<file path="src/hsp_pkg.sv">
package hsp_pkg;

    // Register indexes of the configuration port
    localparam logic [2:0] REG_MAIN_KNOB    = 3'd0;
    localparam logic [2:0] REG_SYNC_KNOB    = 3'd1;
    localparam logic [2:0] REG_SLEW_STEP    = 3'd2;
    localparam logic [2:0] REG_PHASE_SCALE  = 3'd3;
    localparam logic [2:0] REG_FILTER_ALPHA = 3'd4;

    localparam int CFG_INDEX_W = 3;
    localparam int CFG_DATA_W  = 24;

    // Register reset values
    localparam logic [15:0] MAIN_KNOB_RST    = 16'd32768;
    localparam logic [15:0] SYNC_KNOB_RST    = 16'd32768;
    localparam logic [19:0] SLEW_STEP_RST    = 20'd68;
    localparam logic [23:0] PHASE_SCALE_RST  = 24'd89478;
    localparam logic [15:0] FILTER_ALPHA_RST = 16'd57950;

    // Default phase formats
    localparam int PHASE_FRAC_BITS_DEF     = 32;
    localparam int MAIN_PHASE_INT_BITS_DEF = 8;

    // Voltage and frequency map constants (1 V = 65536, Q16 hertz)
    localparam logic [18:0] VOLTS_5    = 19'd327680;
    localparam logic [27:0] F_MAIN_TOP = 28'd123535360;
    localparam logic [27:0] F_SYNC_TOP = 28'd196608000;
    localparam logic [27:0] K_MAIN     = 28'd353;
    localparam logic [27:0] K_SYNC     = 28'd598;
    localparam int          F_PROD_W   = 52;
    localparam int          F_SHIFT_BASE = 48;

    // Filter and output scaling
    localparam logic signed [53:0] ROUND_ALPHA = 54'sd32768;
    localparam logic signed [53:0] ROUND_OUT   = 54'sd163840;
    localparam logic signed [25:0] PULSE_HIGH  = 26'sd327680;
    localparam logic signed [25:0] PULSE_LOW   = -26'sd327680;
    localparam logic signed [25:0] PREV_MAX    = 26'sd8388607;
    localparam logic signed [25:0] PREV_MIN    = -26'sd8388608;
    localparam logic signed [27:0] Q_MAX       = 28'sd5242879;
    localparam logic signed [27:0] Q_MIN       = -28'sd5242880;
    localparam logic signed [27:0] Q_OFFSET    = 28'sd5242880;
    localparam logic [20:0]        OUT_BIAS    = 21'd1048576;

    // Divide by five: floor(n * DIV5_MUL / 2^26) for n below 2^24
    localparam logic [23:0] DIV5_MUL   = 24'd13421773;
    localparam int          DIV5_SHIFT = 26;

    // Shared multiplier operand selection
    typedef enum logic [2:0] {
        MUL_MAIN  = 3'd0,
        MUL_SYNC  = 3'd1,
        MUL_ALPHA = 3'd2,
        MUL_OUT   = 3'd3,
        MUL_DIVQ  = 3'd4,
        MUL_DIVL  = 3'd5
    } mul_sel_t;

    // Commands from controller to datapath
    typedef struct packed {
        logic     load_in;
        logic     slew;
        logic     freq;
        logic     upd_main;
        logic     upd_sync;
        logic     upd_filt;
        logic     upd_q;
        logic     upd_audio;
        logic     upd_led;
        logic     load_out;
        mul_sel_t mul_sel;
    } hsp_cmd_t;

endpackage

</file>
<file path="src/hsp_ctrl.sv">
module hsp_ctrl (
    input  logic             clk,
    input  logic             rst_n,
    input  logic             in_valid,
    output logic             in_stall,
    output logic             out_valid,
    input  logic             out_stall,
    output hsp_pkg::hsp_cmd_t cmd
);
    import hsp_pkg::*;

    typedef enum logic [12:0] {
        S_IDLE = 13'b0000000000001,
        S_SLEW = 13'b0000000000010,
        S_FREQ = 13'b0000000000100,
        S_MULM = 13'b0000000001000,
        S_MULS = 13'b0000000010000,
        S_SYNC = 13'b0000000100000,
        S_FILT = 13'b0000001000000,
        S_MULO = 13'b0000010000000,
        S_DIV  = 13'b0000100000000,
        S_MULQ = 13'b0001000000000,
        S_AUD  = 13'b0010000000000,
        S_LED  = 13'b0100000000000,
        S_DONE = 13'b1000000000000
    } state_t;

    state_t state_reg, state_next;
    logic   out_valid_reg, out_valid_next;
    logic   out_free;

    assign out_free  = !out_valid_reg || !out_stall;
    assign in_stall  = (state_reg != S_IDLE);
    assign out_valid = out_valid_reg;

    // Sequence one transaction through the datapath
    always_comb
    begin
        state_next  = state_reg;
        cmd         = '0;
        cmd.mul_sel = MUL_MAIN;
        unique case (state_reg)
            S_IDLE:
            begin
                cmd.load_in = in_valid;
                if (in_valid)
                begin
                    state_next = S_SLEW;
                end
            end
            S_SLEW:
            begin
                cmd.slew   = 1'b1;
                state_next = S_FREQ;
            end
            S_FREQ:
            begin
                cmd.freq   = 1'b1;
                state_next = S_MULM;
            end
            S_MULM:
            begin
                cmd.mul_sel = MUL_MAIN;
                state_next  = S_MULS;
            end
            S_MULS:
            begin
                cmd.mul_sel  = MUL_SYNC;
                cmd.upd_main = 1'b1;
                state_next   = S_SYNC;
            end
            S_SYNC:
            begin
                cmd.mul_sel  = MUL_ALPHA;
                cmd.upd_sync = 1'b1;
                state_next   = S_FILT;
            end
            S_FILT:
            begin
                cmd.upd_filt = 1'b1;
                state_next   = S_MULO;
            end
            S_MULO:
            begin
                cmd.mul_sel = MUL_OUT;
                state_next  = S_DIV;
            end
            S_DIV:
            begin
                cmd.upd_q  = 1'b1;
                state_next = S_MULQ;
            end
            S_MULQ:
            begin
                cmd.mul_sel = MUL_DIVQ;
                state_next  = S_AUD;
            end
            S_AUD:
            begin
                cmd.mul_sel   = MUL_DIVL;
                cmd.upd_audio = 1'b1;
                state_next    = S_LED;
            end
            S_LED:
            begin
                cmd.upd_led = 1'b1;
                state_next  = S_DONE;
            end
            S_DONE:
            begin
                if (out_free)
                begin
                    cmd.load_out = 1'b1;
                    state_next   = S_IDLE;
                end
            end
            default:
            begin
                state_next = S_IDLE;
            end
        endcase
    end

    // Raise out_valid when the result is loaded and hold it while the output is stalled
    always_comb
    begin
        priority if (cmd.load_out)
        begin
            out_valid_next = 1'b1;
        end
        else if (out_stall)
        begin
            out_valid_next = out_valid_reg;
        end
        else
        begin
            out_valid_next = 1'b0;
        end
    end

    always_ff @(posedge clk or negedge rst_n)
    begin
        if (!rst_n)
        begin
            state_reg     <= S_IDLE;
            out_valid_reg <= 1'b0;
        end
        else
        begin
            state_reg     <= state_next;
            out_valid_reg <= out_valid_next;
        end
    end

    a_accept_starts: assert property (@(posedge clk) disable iff (!rst_n)
        (in_valid && !in_stall) |=> (state_reg == S_SLEW))
        else $error("accepted transaction did not start the sequence");

    a_load_when_free: assert property (@(posedge clk) disable iff (!rst_n)
        cmd.load_out |-> out_free)
        else $error("result loaded over a waiting result");

    a_valid_from_done: assert property (@(posedge clk) disable iff (!rst_n)
        $rose(out_valid_reg) |-> $past(state_reg == S_DONE))
        else $error("result raised outside the final step");

endmodule

</file>
<file path="src/hsp_dp.sv">
module hsp_dp #(
    parameter int PHASE_FRAC_BITS     = hsp_pkg::PHASE_FRAC_BITS_DEF,
    parameter int MAIN_PHASE_INT_BITS = hsp_pkg::MAIN_PHASE_INT_BITS_DEF
) (
    input  logic                             clk,
    input  logic                             rst_n,
    input  hsp_pkg::hsp_cmd_t                cmd,
    input  logic                             cfg_write,
    input  logic [hsp_pkg::CFG_INDEX_W-1:0]  cfg_index,
    input  logic [hsp_pkg::CFG_DATA_W-1:0]   cfg_data,
    input  logic signed [20:0]               cv_in,
    output logic signed [20:0]               audio_out,
    output logic [15:0]                      led_level
);
    import hsp_pkg::*;

    localparam int MAIN_W = PHASE_FRAC_BITS + MAIN_PHASE_INT_BITS;
    localparam int SHIFT  = F_SHIFT_BASE - PHASE_FRAC_BITS;
    localparam int INC_W  = F_PROD_W - SHIFT;

    // Configuration registers
    logic [15:0] main_knob_reg, sync_knob_reg, alpha_reg;
    logic [19:0] slew_step_reg;
    logic [23:0] scale_reg;

    // Working state
    logic [18:0]                 cv_reg, slewed_reg;
    logic [27:0]                 fmain_reg, fsync_reg;
    logic [MAIN_W-1:0]           main_phase_reg;
    logic [PHASE_FRAC_BITS-1:0]  sync_phase_reg;
    logic signed [23:0]          prev_reg;
    logic [23:0]                 qoff_reg;
    logic [20:0]                 audio_reg;
    logic [15:0]                 led_reg;
    logic signed [53:0]          prod_reg;
    logic signed [20:0]          audio_out_reg;
    logic [15:0]                 led_out_reg;

    logic [18:0]        cv_clamped, slewed_next, ctrl_main, ctrl_sync;
    logic [27:0]        fmain, fsync;
    logic signed [28:0] mul_a;
    logic signed [24:0] mul_b;
    logic [INC_W-1:0]   inc;
    logic [MAIN_W:0]    main_sum;
    logic [INC_W:0]     sync_sum;
    logic               wrap;
    logic signed [53:0] round_a, round_o;
    logic signed [25:0] pulse, alpha_term, y_full;
    logic signed [23:0] y_sat;
    logic signed [27:0] q_full, q_sat, q_off;
    logic [20:0]        div_q;
    logic [16:0]        div_l;

    function automatic logic [18:0] control_of(input logic [15:0] knob,
                                               input logic [18:0] slewed);
        logic [19:0]        knob10;
        logic signed [21:0] t;
        knob10 = {knob, 3'b000} + {3'b000, knob, 1'b0};
        t = $signed({3'b000, VOLTS_5}) - $signed({2'b00, knob10})
            + $signed({3'b000, slewed});
        if (t < 22'sd0)
            return '0;
        else if (t > $signed({3'b000, VOLTS_5}))
            return VOLTS_5;
        else
            return t[18:0];
    endfunction

    // Clamp the incoming CV to 0..5 V
    always_comb
    begin
        if (cv_in[20])
            cv_clamped = '0;
        else if (cv_in > $signed({2'b00, VOLTS_5}))
            cv_clamped = VOLTS_5;
        else
            cv_clamped = cv_in[18:0];
    end

    // Move the slewed CV toward the clamped CV by at most one step
    always_comb
    begin
        logic signed [21:0] diff, step_s, up, dn;
        diff   = $signed({3'b000, cv_reg}) - $signed({3'b000, slewed_reg});
        step_s = $signed({2'b00, slew_step_reg});
        up     = $signed({3'b000, slewed_reg}) + step_s;
        dn     = $signed({3'b000, slewed_reg}) - step_s;
        priority if (diff > step_s)
            slewed_next = up[18:0];
        else if (diff < -step_s)
            slewed_next = dn[18:0];
        else
            slewed_next = cv_reg;
    end

    // Map controls to frequencies, keep main at or above sync
    assign ctrl_main = control_of(main_knob_reg, slewed_reg);
    assign ctrl_sync = control_of(sync_knob_reg, slewed_reg);
    assign fsync     = F_SYNC_TOP - 28'(ctrl_sync) * K_SYNC;
    always_comb
    begin
        logic [27:0] fm;
        fm    = F_MAIN_TOP - 28'(ctrl_main) * K_MAIN;
        fmain = (fm < fsync) ? fsync : fm;
    end

    // Select operands of the shared multiplier
    always_comb
    begin
        unique case (cmd.mul_sel)
            MUL_MAIN:
            begin
                mul_a = $signed({1'b0, fmain_reg});
                mul_b = $signed({1'b0, scale_reg});
            end
            MUL_SYNC:
            begin
                mul_a = $signed({1'b0, fsync_reg});
                mul_b = $signed({1'b0, scale_reg});
            end
            MUL_ALPHA:
            begin
                mul_a = $signed({13'd0, alpha_reg});
                mul_b = $signed({prev_reg[23], prev_reg});
            end
            MUL_OUT:
            begin
                mul_a = $signed({{5{prev_reg[23]}}, prev_reg});
                mul_b = $signed({6'd0, cv_reg});
            end
            MUL_DIVQ:
            begin
                mul_a = $signed({5'd0, qoff_reg});
                mul_b = $signed({1'b0, DIV5_MUL});
            end
            MUL_DIVL:
            begin
                mul_a = $signed({9'd0, 20'(cv_reg) + 20'd2});
                mul_b = $signed({1'b0, DIV5_MUL});
            end
            default:
            begin
                mul_a = '0;
                mul_b = '0;
            end
        endcase
    end

    // Phase increments and accumulator sums
    assign inc      = prod_reg[SHIFT +: INC_W];
    assign main_sum = {1'b0, main_phase_reg} + (MAIN_W + 1)'(inc);
    assign sync_sum = (INC_W + 1)'(sync_phase_reg) + {1'b0, inc};
    assign wrap     = |sync_sum[INC_W:PHASE_FRAC_BITS];

    // Pulse and leaky filter
    assign pulse      = (main_phase_reg[MAIN_W-1:PHASE_FRAC_BITS-1] == '0)
                        ? PULSE_HIGH : PULSE_LOW;
    assign round_a    = prod_reg + ROUND_ALPHA;
    assign alpha_term = round_a[41:16];
    assign y_full     = pulse - $signed({{2{prev_reg[23]}}, prev_reg}) + alpha_term;
    always_comb
    begin
        if (y_full > PREV_MAX)
            y_sat = PREV_MAX[23:0];
        else if (y_full < PREV_MIN)
            y_sat = PREV_MIN[23:0];
        else
            y_sat = y_full[23:0];
    end

    // Output scaling: divide by 65536 here, by five in later steps
    assign round_o = prod_reg + ROUND_OUT;
    assign q_full  = round_o[43:16];
    always_comb
    begin
        if (q_full > Q_MAX)
            q_sat = Q_MAX;
        else if (q_full < Q_MIN)
            q_sat = Q_MIN;
        else
            q_sat = q_full;
    end
    assign q_off = q_sat + Q_OFFSET;
    assign div_q = prod_reg[DIV5_SHIFT +: 21];
    assign div_l = prod_reg[DIV5_SHIFT +: 17];

    // Configuration writes
    always_ff @(posedge clk or negedge rst_n)
    begin
        if (!rst_n)
        begin
            main_knob_reg <= MAIN_KNOB_RST;
            sync_knob_reg <= SYNC_KNOB_RST;
            slew_step_reg <= SLEW_STEP_RST;
            scale_reg     <= PHASE_SCALE_RST;
            alpha_reg     <= FILTER_ALPHA_RST;
        end
        else if (cfg_write)
        begin
            unique case (cfg_index)
                REG_MAIN_KNOB:    main_knob_reg <= cfg_data[15:0];
                REG_SYNC_KNOB:    sync_knob_reg <= cfg_data[15:0];
                REG_SLEW_STEP:    slew_step_reg <= cfg_data[19:0];
                REG_PHASE_SCALE:  scale_reg     <= cfg_data;
                REG_FILTER_ALPHA: alpha_reg     <= cfg_data[15:0];
                default:          ;
            endcase
        end
    end

    // Voice state
    always_ff @(posedge clk or negedge rst_n)
    begin
        if (!rst_n)
        begin
            slewed_reg     <= '0;
            main_phase_reg <= '0;
            sync_phase_reg <= '0;
            prev_reg       <= '0;
        end
        else
        begin
            if (cmd.slew)
                slewed_reg <= slewed_next;
            if (cmd.upd_main)
                main_phase_reg <= main_sum[MAIN_W] ? '1 : main_sum[MAIN_W-1:0];
            if (cmd.upd_sync)
            begin
                sync_phase_reg <= sync_sum[PHASE_FRAC_BITS-1:0];
                if (wrap)
                    main_phase_reg <= '0;
            end
            if (cmd.upd_filt)
                prev_reg <= y_sat;
        end
    end

    // Working registers and multiplier
    always_ff @(posedge clk)
    begin
        prod_reg <= mul_a * mul_b;
        if (cmd.load_in)
            cv_reg <= cv_clamped;
        if (cmd.freq)
        begin
            fmain_reg <= fmain;
            fsync_reg <= fsync;
        end
        if (cmd.upd_q)
            qoff_reg <= q_off[23:0];
        if (cmd.upd_audio)
            audio_reg <= div_q - OUT_BIAS;
        if (cmd.upd_led)
            led_reg <= div_l[16] ? 16'hFFFF : div_l[15:0];
        if (cmd.load_out)
        begin
            audio_out_reg <= $signed(audio_reg);
            led_out_reg   <= led_reg;
        end
    end

    assign audio_out = audio_out_reg;
    assign led_level = led_out_reg;

    a_slew_range: assert property (@(posedge clk) disable iff (!rst_n)
        slewed_reg <= VOLTS_5)
        else $error("slewed CV left the 0..5 V range");

    a_wrap_clears: assert property (@(posedge clk) disable iff (!rst_n)
        (cmd.upd_sync && wrap) |=> (main_phase_reg == '0))
        else $error("sync wrap did not clear the main phase");

endmodule

</file>
<file path="src/hard_sync_pulse_voice.sv">
// Hard-synced pulse voice. One CV sample (cv_in, 65536 per volt) is taken per
// transaction and gives exactly one result: audio_out, a filtered +/-5 V pulse
// scaled by the clamped CV, and led_level, the clamped CV times 0.2 in Q16.
// A controller steps each transaction through its states in order (slew,
// freq, main and sync multiply, sync, filter, output multiply, divide,
// quotient multiply, audio, LED, done) and drives one shared multiplier
// through six products (two phase increments, the filter leak, the output
// scale and two divisions by five). in_stall is high while a transaction is
// in work, so a new sample is accepted only in idle; a finished result waits
// in the output register while the next sample is accepted, and a new result
// waits in the final step until the previous one has been taken.
// Configuration (cfg_index 0..4: main_knob, sync_knob, slew_step, phase_scale,
// filter_alpha) is always ready and should be written while idle.
module hard_sync_pulse_voice #(
    parameter int PHASE_FRAC_BITS     = hsp_pkg::PHASE_FRAC_BITS_DEF,
    parameter int MAIN_PHASE_INT_BITS = hsp_pkg::MAIN_PHASE_INT_BITS_DEF
) (
    input  logic                             clk,
    input  logic                             rst_n,
    input  logic                             in_valid,
    output logic                             in_stall,
    input  logic signed [20:0]               cv_in,
    output logic                             out_valid,
    input  logic                             out_stall,
    output logic signed [20:0]               audio_out,
    output logic [15:0]                      led_level,
    input  logic                             cfg_valid,
    output logic                             cfg_ready,
    input  logic [hsp_pkg::CFG_INDEX_W-1:0]  cfg_index,
    input  logic [hsp_pkg::CFG_DATA_W-1:0]   cfg_data
);
    import hsp_pkg::*;

    hsp_cmd_t cmd;

    assign cfg_ready = 1'b1;

    // Sequence control
    hsp_ctrl u_ctrl (
        .clk       (clk),
        .rst_n     (rst_n),
        .in_valid  (in_valid),
        .in_stall  (in_stall),
        .out_valid (out_valid),
        .out_stall (out_stall),
        .cmd       (cmd)
    );

    // Arithmetic and state
    hsp_dp #(
        .PHASE_FRAC_BITS     (PHASE_FRAC_BITS),
        .MAIN_PHASE_INT_BITS (MAIN_PHASE_INT_BITS)
    ) u_dp (
        .clk       (clk),
        .rst_n     (rst_n),
        .cmd       (cmd),
        .cfg_write (cfg_valid && cfg_ready),
        .cfg_index (cfg_index),
        .cfg_data  (cfg_data),
        .cv_in     (cv_in),
        .audio_out (audio_out),
        .led_level (led_level)
    );

endmodule
</file>
<file path="config.mk">
export PLATFORM = sky130hd
export DESIGN_NAME = hard_sync_pulse_voice
export DESIGN_NICKNAME = d
export VERILOG_FILES = /design/src/hsp_pkg.sv /design/src/hsp_ctrl.sv /design/src/hsp_dp.sv /design/src/hard_sync_pulse_voice.sv
export SDC_FILE = /design/constraint.sdc
export NUM_CORES = 2
export LEC_CHECK = 0
export BUFFER_PORTS_ARGS = -buffer_cell sky130_fd_sc_hd__buf_2
export CAP_MARGIN = 20
export CORE_MARGIN = 10
export CORE_UTILIZATION = 30
export DETAILED_ROUTE_END_ITERATION = 6
export GPL_ROUTABILITY_DRIVEN = 0
export HOLD_SLACK_MARGIN = 0.06
export PLACE_DENSITY = 0.46
export SLEW_MARGIN = 20
export SYNTH_ARGS = -nofsm -noshare
export SYNTH_HDL_FRONTEND = slang
export SYNTH_HIERARCHICAL = 1
export SYNTH_SLANG_ARGS = --single-unit
</file>
<file path="constraint.sdc">
create_clock -name clk -period 19.5 [get_ports clk]
set_clock_uncertainty 0.15 [all_clocks]
set_input_delay 2.925 -clock clk [delete_from_list [all_inputs] [get_ports clk]]
set_output_delay 2.925 -clock clk [all_outputs]
set_load 0.005 [all_outputs]
</file>
==> out/summary.md <==
### Run status
• **run status** finished clean

### Die
• **Die Wd** 476.2 um
• **chip height** 476.2 um
• **total number of placement rows** 167
• **area of the die** 0.2268 mm2
• **Std-Cell Core Area** 0.2071 mm2
• **num ports** 93
• **starting density of the core** 30.15%

### Worst setup path
• **crit end category** flip-flop
• **start-to-end type of the worst setup path** reg2reg
• **Startpoint Class** flip-flop
• **biggest cell delay along the critical path** 750 ps
• **Data arrival, critical path** 14170 ps
• **required time of the critical path** 19820 ps
• **highest fanout seen on the critical path** 47
• **Critical Path Slowest Stage Cell** sky130_fd_sc_hd__nand2_2

### Routing
• **routed via count** 48831
• **number of antenna-violating nets in the routed design** 0
• **Total Routed Length** 213.2 mm
• **1st-iter DRT viols** 3284
• **DR vias/cell** 5.032
• **residual DRC count** 0
• **drt pass-1 iters** 5
• **per-cell routed wire length** 21.97 um

### STA
• **Setup Total Neg Slack** 0 ps
• **maximum operating frequency** 72.18 MHz
• **post-route worst hold slack** 237.6 ps
• **Max Transition Viols Final** 0
• **measured slew at the worst slew-check pin** 1171 ps
• **RSZ-0062 raised after global routing** no
• **remaining max-slew budget at the tightest pin** 21.41%
• **post-route clock period utilization** 71.05%
• **endpoints failing setup** 0
• **Worst Slack Setup Final** 5646 ps
• **crit path time final** 13850 ps
• **final hold viol count** 0

### Final layout
• **synth-to-layout area growth** 10.04%
• **number of flip-flops under the largest register name** 40
• **Post-Route Utilization** 33.18%
• **share of post-route cells with drive strength above 1** 7.956%
• **number of nets at the end of the flow** 8407

### Synth
• **count leader, synth** sky130_fd_sc_hd__inv_1
• **netlist area before placement** 0.06243 mm2
• **synthesized area divided by synthesized cell count** 9.131 um2
• **YS warnings** 6
• **sequential element share of the synthesized area** 18.36%
• **Synth Register Bits** 430
• **dominant register cell in the synthesized netlist** sky130_fd_sc_hd__dfrtp_1
• **number of enable-type register cells in the synthesized netlist** 172
• **gate count of the mapped netlist** 6838
• **commonest cells in the synthesized netlist** sky130_fd_sc_hd__inv_1 (1137), sky130_fd_sc_hd__fa_1 (821), sky130_fd_sc_hd__nand2_1 (722), sky130_fd_sc_hd__ha_1 (670), sky130_fd_sc_hd__nor2_1 (556)
• **Async S/R FF share, synth** 51.40%
• **cell types occupying the most area after synthesis** sky130_fd_sc_hd__fa_1 (26%), sky130_fd_sc_hd__ha_1 (13%), sky130_fd_sc_hd__edfxtp_1 (8.3%), sky130_fd_sc_hd__dfrtp_1 (7.9%), sky130_fd_sc_hd__inv_1 (6.8%)
• **post-synthesis cell type count** 115
• **share of the synthesized area in the top cell type** 26.32%
• **cell type with the largest total area after synthesis** sky130_fd_sc_hd__fa_1

### Placed design
• **PortBufs** 91
• **hpwl dp** 167.9 mm
• **Placement Setup Slack** 5728 ps

### CTS
• **CTS tree** done
• **number of gates resized after CTS** 0
• **worst-case clock buffer depth** 3
• **clock sink total** 430
• **CTS Root Cell** sky130_fd_sc_hd__clkbuf_16
• **hold-fix buffers at CTS** 0
• **clk slew on worst S/H paths** 60 ps
• **source-to-sink clock delay at the later pin of the worst-skew pair** 730 ps
• **buffers inserted by post-CTS timing repair** 0
• **H-tree level count** 2
• **number of buffers inserted during clock tree synthesis** 58

### Hold path
• **worst hold path type** reg2reg

### Global route
• **GRT Residual Overflow** 0
• **initial antenna violation count** 18
• **via count of the first global-routing pass** 51101
• **global-route wire length before repair** 324.9 mm
• **gr usage total** 18.47%
• **largest net degree at the start of global routing** 130

### Job
• **max-cap violation count** 0

## layer usage
metal	up-vias	GRT usage (%)	wire length, um
met4	0	6.868	9531
met5	-	0	0
met1	24676	24.72	95630
met3	343	2.286	9928
li1	22515	-	-
met2	1297	30.48	98110
## through the flow
stage          area [um2]  std cells
2_1_floorplan       62450       6843
3_3_place_gp        66540       9590
3_5_place_dp        66550       9591
4_1_cts             68690       9701
5_1_grt             68700       9702
6_report            68700       9704
## cell families (layout without fill, tap and decap cells)
kind of cell	count (synthesis)	count (layout)	synth area share, %
adders and majority gates	1491	1491	39.75
and+or+nand+nor	1916	1916	14.02
buffers and inverters	1378	1448	8.361
AOI/OAI and AO/OA	1156	1156	12.32
xor gates and xnor gates	344	344	4.838
other	3	11	0.01803
DFF	430	430	18.36
muxes	120	120	2.333
## area by class of cell
type | count | area, um2
fillers | 21650 | 138400
multi-input cells | 5035 | 46040
flip-flops and latches | 430 | 11460
inverters | 1140 | 4279
well taps | 2788 | 3488
clock buffers | 67 | 1536
repair buffers | 198 | 1285
clock inverters | 43 | 601.8
diodes | 3 | 7.507
## cells in the final DEF (no fill, tap or decap), types with 104 or more instances in the layout
cell type,instances
sky130_fd_sc_hd__ha_1,670
sky130_fd_sc_hd__nor2_1,549
sky130_fd_sc_hd__xnor2_1,231
sky130_fd_sc_hd__a21o_1,128
sky130_fd_sc_hd__xor2_1,112
sky130_fd_sc_hd__nor3_1,104
sky130_fd_sc_hd__fa_1,821
sky130_fd_sc_hd__dfrtp_1,198
sky130_fd_sc_hd__o21ai_0,244
sky130_fd_sc_hd__a21oi_1,253
sky130_fd_sc_hd__inv_1,1137
sky130_fd_sc_hd__buf_4,105
sky130_fd_sc_hd__edfxtp_1,172
sky130_fd_sc_hd__nand2_1,720
## critical path, delay by kind of cell (launching register included)
kind | cells | cell delay, ps
buffers and inverters | 7 | 400
AOI/OAI and AO/OA | 24 | 6440
xor gates and xnor gates | 2 | 440
adders and majority gates | 9 | 2950
and+or+nand+nor | 11 | 2830
DFF | 1 | 410
## worst paths after layout
path                                       start                       to  cells after the start  slack, ps
hold / removal                   u_dp/led_reg[4]        u_dp/led_level[4]                      0        240
max in group asynchronous                  rst_n  u_dp/sync_phase_reg[14]                      2      15660
setup / recovery           u_dp/sync_knob_reg[0]       u_dp/fmain_reg[11]                     53       5650
hold reg to reg                  u_dp/led_reg[4]        u_dp/led_level[4]                      0        240
setup reg to reg           u_dp/sync_knob_reg[0]       u_dp/fmain_reg[11]                     53       5650
min in group asynchronous                  rst_n    u_dp/main_knob_reg[6]                      1       2120
Power is not shown: default switching activity piles up to over one toggle a cycle in this logic, so the estimate is an artifact.
